`src/hw/rtl/point_cloud_idw_gridder_defines.svh`:
```
// assertion macros for the point cloud idw gridder
`ifndef POINT_CLOUD_IDW_GRIDDER_DEFINES_SVH
`define POINT_CLOUD_IDW_GRIDDER_DEFINES_SVH

// antecedent implies consequent in the same cycle
`define PCIG_ASSERT_IMP(lbl, clk, rst, ante, cons) \
   lbl: assert property (@(posedge clk) disable iff (rst) (ante) |-> (cons)) \
      else $error("assertion failed");

// antecedent implies consequent in the next cycle
`define PCIG_ASSERT_NEXT(lbl, clk, rst, ante, cons) \
   lbl: assert property (@(posedge clk) disable iff (rst) (ante) |=> (cons)) \
      else $error("assertion failed");

`endif

```
`src/hw/rtl/pcig_div.sv`:
```
// radix-2 restoring divider, 64 by 64 bits, one quotient bit per cycle
module pcig_div (
   input  logic        clock,
   input  logic        reset,
   input  logic        start,
   input  logic [63:0] dividend,
   input  logic [63:0] divisor,
   output logic        busy,
   output logic        done,
   output logic [63:0] quotient
);

   logic [64:0] rem_ff, rem_in;
   logic [63:0] quo_ff, quo_in;
   logic [63:0] dvs_ff;
   logic [6:0]  cnt_ff, cnt_in;
   logic        busy_ff, busy_in;
   logic        done_ff, done_in;
   logic [64:0] trial;
   logic        fits;

   // one trial subtraction per cycle
   always_comb begin
      trial   = {rem_ff[63:0], quo_ff[63]};
      fits    = trial >= {1'b0, dvs_ff};
      rem_in  = rem_ff;
      quo_in  = quo_ff;
      cnt_in  = cnt_ff;
      busy_in = busy_ff;
      done_in = 1'b0;
      if (start) begin
         rem_in  = '0;
         quo_in  = dividend;
         cnt_in  = 7'd64;
         busy_in = 1'b1;
      end else if (busy_ff) begin
         rem_in = fits ? trial - {1'b0, dvs_ff} : trial;
         quo_in = {quo_ff[62:0], fits};
         cnt_in = cnt_ff - 7'd1;
         if (cnt_ff == 7'd1) begin
            busy_in = 1'b0;
            done_in = 1'b1;
         end
      end
   end

   always_ff @(posedge clock) begin
      if (reset) begin
         busy_ff <= 1'b0;
         done_ff <= 1'b0;
         cnt_ff  <= '0;
      end else begin
         busy_ff <= busy_in;
         done_ff <= done_in;
         cnt_ff  <= cnt_in;
      end
   end

   // datapath
   always_ff @(posedge clock) begin
      rem_ff <= rem_in;
      quo_ff <= quo_in;
      if (start) begin
         dvs_ff <= divisor;
      end
   end

   assign busy     = busy_ff;
   assign done     = done_ff;
   assign quotient = quo_ff;

endmodule

```
`config.mk`:
```
export PLATFORM = sky130hd
export DESIGN_NAME = pcig_div
export DESIGN_NICKNAME = d
export VERILOG_FILES = /design/src/hw/rtl/point_cloud_idw_gridder_defines.svh /design/src/hw/rtl/pcig_div.sv
export SDC_FILE = /design/constraint.sdc
export NUM_CORES = 1
export LEC_CHECK = 0
export ABC_AREA = 1
export BUFFER_PORTS_ARGS = -buffer_cell sky130_fd_sc_hd__buf_4
export CORE_MARGIN = 2
export CORE_UTILIZATION = 64
export CTS_CLUSTER_SIZE = 8
export DETAILED_ROUTE_END_ITERATION = 7
export PLACE_DENSITY_LB_ADDON = 0.12
export SLEW_MARGIN = 25
export SYNTH_ARGS = -nofsm -noshare
export SYNTH_HDL_FRONTEND = slang
export SYNTH_SLANG_ARGS = --single-unit
```
`constraint.sdc`:
```
create_clock -name clock -period 7 [get_ports clock]
set_clock_uncertainty 0.2 [all_clocks]
set_input_delay 0.35 -clock clock [delete_from_list [all_inputs] [get_ports clock]]
set_output_delay 0.35 -clock clock [all_outputs]
set_load 0.02 [all_outputs]
```
== After elaboration in Yosys (flattened, before gate mapping) ==
Cells that the tools add are included.

* Bits of input ports: 131
* Flip-flop bits (word level): 201
* Output and inout bits: 66

* Order comparisons: 1
* Add/sub/neg operators: 2
* Bitwise logic cells: 1
* Reductions and logical operators: 3
* Equal/unequal tests: 1
* Mux-type cells: 9

{| class="wikitable"
|+ Operator list
! cell !! number
|-
| 64-bit 2-to-1 mux || 3
|-
| 65-bit by 64-bit greater-or-equal comparator with 1-bit output || 1
|-
| 64-bit subtractor || 1
|-
| 7-bit 2-to-1 mux || 2
|-
| 7-bit by 1-bit equality test with 1-bit output (second input constant) || 1
|-
| 7-bit by 1-bit subtractor with 7-bit output (second input constant) || 1
|-
| 1-bit 2-to-1 mux || 4
|-
| 3-bit OR reduction || 1
|-
| 2-bit nonzero test || 1
|-
| 2-bit OR reduction || 1
|-
| 1-bit inverter || 1
|}

== Longest topological paths before layout ==
* Word-level depth: 4
* Gate-level depth with buffers: 19
* Gate-level depth less buffers: 18

== Worst setup path after synthesis ==
No wires, ideal clock.

* Kind: flip-flop to flip-flop
* Start: register busy_ff, in the netlist busy
* End: register quo_ff[0], in the netlist quotient[0] (enable)
* Data required time: 6.346 ns
* Path buffers: 1
* Slack: 3.606 ns
* Cell stages (with the launch flop): 4
* Period minus slack after synthesis: 3.394 ns
* Data arrival time: 2.741 ns
* Path through: dfxtp_1 > nor2_1 > clkinv_1 > clkbuf_1

* Cells in the longest elaborated chain, start to end: 1

{| class="wikitable"
|+ RTL lines
! element !! line !! source
|-
| start: declaration || pcig_div.sv:17 || <nowiki>logic busy_ff, busy_in;</nowiki>
|-
| start signal: assignment || pcig_div.sv:53 || <nowiki>busy_ff <= busy_in;</nowiki>
|-
| 2-bit nonzero test (no line) || -- ||
|-
| end signal: assignment || pcig_div.sv:62 || <nowiki>quo_ff <= quo_in;</nowiki>
|-
| end: declaration || pcig_div.sv:14 || <nowiki>logic [63:0] quo_ff, quo_in;</nowiki>
|}

No other way between the ends.
A chain may end at the register's enable or synchronous reset.

== Worst setup path in the final report ==
* Start: register dvs_ff[27]
* End: register rem_ff[33]

* Cells in the longest elaborated chain, start to end: 2
* Elaborated cells on any way between the ends: 3
* Classes of those cells: add/sub: 1; order compare: 1; mux: 1

{| class="wikitable"
|+ RTL lines
! element !! line !! source
|-
| start: declaration || pcig_div.sv:15 || <nowiki>logic [63:0] dvs_ff;</nowiki>
|-
| start signal: assignment || pcig_div.sv:64 || <nowiki>dvs_ff <= divisor;</nowiki>
|-
| 64-bit subtractor or 65-bit by 64-bit greater-or-equal comparator with 1-bit output (tied branches) || pcig_div.sv:37, pcig_div.sv:25 ||
|-
| 64-bit 2-to-1 mux * || pcig_div.sv:37 || <nowiki>rem_in = fits ? trial - {1'b0, dvs_ff} : trial;</nowiki>
|-
| end signal: assignment || pcig_div.sv:61 || <nowiki>rem_ff <= rem_in;</nowiki>
|-
| end: declaration || pcig_div.sv:13 || <nowiki>logic [64:0] rem_ff, rem_in;</nowiki>
|}

Every way passes the cells marked *; elsewhere a longest branch is shown, timed or not.

==> reports/results.tsv <==
metric	value	unit
result_of_the_run	finished, violations left	
failed_checks	design-rule violations	
grt_pass1_vias	16400	
cts.clk_slew.worst_paths	0.06	ns
rr_worst_depth	17	
worst_r2r_startpoint	dvs_ff[27]	
commonest_non_fill_non_tap_cells_in_the_layout	nand2_1 (915), inv_1 (441), buf_4 (202)	
crit_path_max_fanout	66	
combined_area_of_the_multi_input_logic_cells	7140	µm²
r2r-end	rem_ff[33]	
syn-num-nets	2384	
antenna_cells_inserted	0	
layout_commonest_cell	nand2_1	
postRouteAntennaNets	0	
cts_resized	0	
max_freq	246	MHz
fin_hold_viols	0	
fraction_of_final_layout_cells_sized_beyond_drive_strength_1	11.5	%
timing.critical_path.cells	inv_1 -> ha_1 -> nand2_1 -> inv_1 -> nand2_1 -> nand3_1 -> nand2_1 -> nand2_1 -> inv_1 -> nand2_1 -> inv_2 -> nand2_2 -> nand2_4 -> nand2_4 -> nand2_1 -> nand3_1 -> nand2_1	
syn-instance-count	2186	
synth.cell_area	14400	µm²
dpl.hpwl	32600	µm
portBuffers	196	
timing_worst_setup_path_type	flip-flop to flip-flop	
synth-seq-cells	201	
synth_top_area_share	26.7	%
max_vdd_drop	0.000225	V
power.total	3.33	mW
first_pass_grt_wire_length	87200	µm
n_fill_cell	1308	
avgViaCountPerCell	5.88	
critical_path_buf_inv_count	4	
element_type_at_the_critical_path_end	flip-flop	
remaining_drcs	1	
detail_route.first_pass.iterations	8	
critPathMaxStageDelay	0.66	ns
holdPathStages	3	
cts_tree	built	
report.final.setup_viol	0	
p_per_area	184	nW/µm²
detail_route.iter0.violations	2202	
unrepaired_setup_endpoints_after_global_routing	no	
ff_latch_area	5310	µm²
cts_buffers	29	
antenna_found_initial	0	
finalWorstPathRequiredPeriod	4.06	ns
critical_path.slowest_cell	nand2_4	
path_depth	17	
post_synth.cell_area_avg	6.59	µm²
cp.arrival	4.34	ns
number_of_nets_in_the_finished_design	2699	
cts_max_level	1	
crit_required	7.27	ns
floorplan.rows	54	
timing.max_cap.violations	0	
fin_crit_sh	58.1	%
clock_tree.buffer_depth	3	
dieArea	23700	µm²
fp.dieW	154	µm
hp-start	dividend[0]	
maxSlewHeadroom	28.5	%
post_drt_wl_per_cell	20.0	µm
synthesis.yosys.warnings	0	
hold_path_class	input port to flip-flop	
clock_tree.root_cell	clkbuf_16	
gr-usage-all-layers	46.7	%
yosys-top-cells-area	edfxtp_1 (27%), nand2_1 (24%), inv_1 (12%)	
grt_max_degree	85	
post_synth_num_cell_types	40	
sequential_to_total_area_share_from_yosys_stat	36.8	%
initial_util	65.7	%
gpl_congestion	1.09	
crit_path_frequent_cell	nand2_1	
timing.final.max_slew_violations	0	
synth_top_area_cell	edfxtp_1	
timing.setup.tns	0	ns
die_h	154	µm
startpoint_type	flip-flop	
drt-total-wl	56100	µm
grt_overflow_total	0	
timing.reg2reg.setup_slack	2.94	ns
cpLargestDelayFamily	simple AND/OR/NAND/NOR gates	
post_synthesis_to_final_layout_area_growth	25.8	%
power.leakage	9.92	nW
ioPinCount	197	
timing.hold.worst_endpoint	quotient[0]	
via_count	16500	
utilization	82.6	%
post_cts_buffers	0	
insertion_delay	0.57	ns
worst_slew_pin_tran	1.07	ns
placeableCoreArea	22000	µm²
clock-sinks	201	
==> flip-flops by register name (all words and copies together) (netlist names) <==
register,flops
busy,1
cnt_ff,7
done,1
dvs_ff,64
quotient,64
rem_ff,64
==> final cells by class <==
| type | count | share of cell area, % |
|---|---|---|
| multi-input combinational | 1490 | 39.4 |
| clock inverter | 2 | 0.138 |
| clock buffer | 52 | 4.59 |
| sequential | 201 | 29.2 |
| inverter | 449 | 9.30 |
| timing repair buffer | 330 | 15.4 |
| tap | 280 | 1.93 |
==> routing by layer <==
| metal | vias up | wire length, µm | global-route usage [%] |
|---|---|---|---|
| met5 | - | 0 | 0 |
| met4 | 0 | 4060 | 28.2 |
| met2 | 1448 | 25300 | 76.6 |
| li1 | 7312 | - | - |
| met1 | 7350 | 19800 | 55.3 |
| met3 | 377 | 6970 | 12.1 |
==> cell usage after synthesis, drive strengths merged <==
| library cell | number |
|---|---|
| o21bai | 10 |
| nand3b | 35 |
| xnor2 | 28 |
| inv | 447 |
| and3 | 1 |
| a211oi | 1 |
| nand4 | 16 |
| ha | 66 |
| o21a | 1 |
| nor4 | 4 |
| xor2 | 4 |
| a21oi | 53 |
| a21o | 3 |
| o21ai | 43 |
| and2 | 3 |
| dfxtp | 73 |
| fa | 1 |
| nand2 | 932 |
| edfxtp | 128 |
| clkbuf | 20 |
| or2 | 1 |
| nor2 | 115 |
| nor3 | 21 |
| clkinv | 2 |
| nand3 | 150 |
| a31oi | 1 |
| nor3b | 1 |
| buf | 26 |
==> stage by stage <==
step,worst slack [ns],instance area [µm²],std cells,hold slack [ns]
after global placement,3.43,16000,2622,0.250
after floorplan,3.61,14400,2186,0.219
final,2.94,18100,2804,0.0299
after detailed placement,3.37,16000,2622,0.258
after global routing,2.75,18100,2804,0.0317
after CTS,3.33,18100,2804,0.0822
==> power by group <==
group / internal, mW / total (mW) / switching, mW
combinational: 0.222 / 0.558 / 0.336
sequential: 1.35 / 1.40 / 0.0516
clock: 0.799 / 1.37 / 0.571
total: 2.37 / 3.33 / 0.958
==> worst min-delay path: cells and delay by family <==
| family | cells | cell delay, ns |
|---|---|---|
| compound gates | 1 | 0.16 |
| simple gates | 1 | 0.05 |
| buf+inv | 1 | 0.08 |
==> logic make-up (layout without fill, tap and decap cells) <==
group	Yosys count	after routing	synth area share, %
xor+xnor	32	32	1.94
simple gates	1279	1279	37.4
fa+ha+maj	67	67	5.87
buf+inv	495	833	13.7
compound gates	112	112	4.29
flops	201	201	36.8
==> repair_timing <==
| action | in CTS | in global routing |
|---|---|---|
| endpoints found under the setup margin | 0 | 0 |
| hold buffers | 128 | 0 |
| endpoints found under the hold margin | 129 | 0 |
==> worst max path at each step <==
stage / start / to / slack [ns]
detailed placement: dvs_ff[7] / rem_ff[13] / 3.37
floorplan: busy / quotient[0] / 3.61
finish: dvs_ff[27] / rem_ff[33] / 2.94
global placement: dvs_ff[7] / rem_ff[34] / 3.43
global route: dvs_ff[27] / rem_ff[33] / 2.75
CTS: dvs_ff[28] / rem_ff[34] / 3.33
No activity file was read; power rests on OpenSTA's default activity.
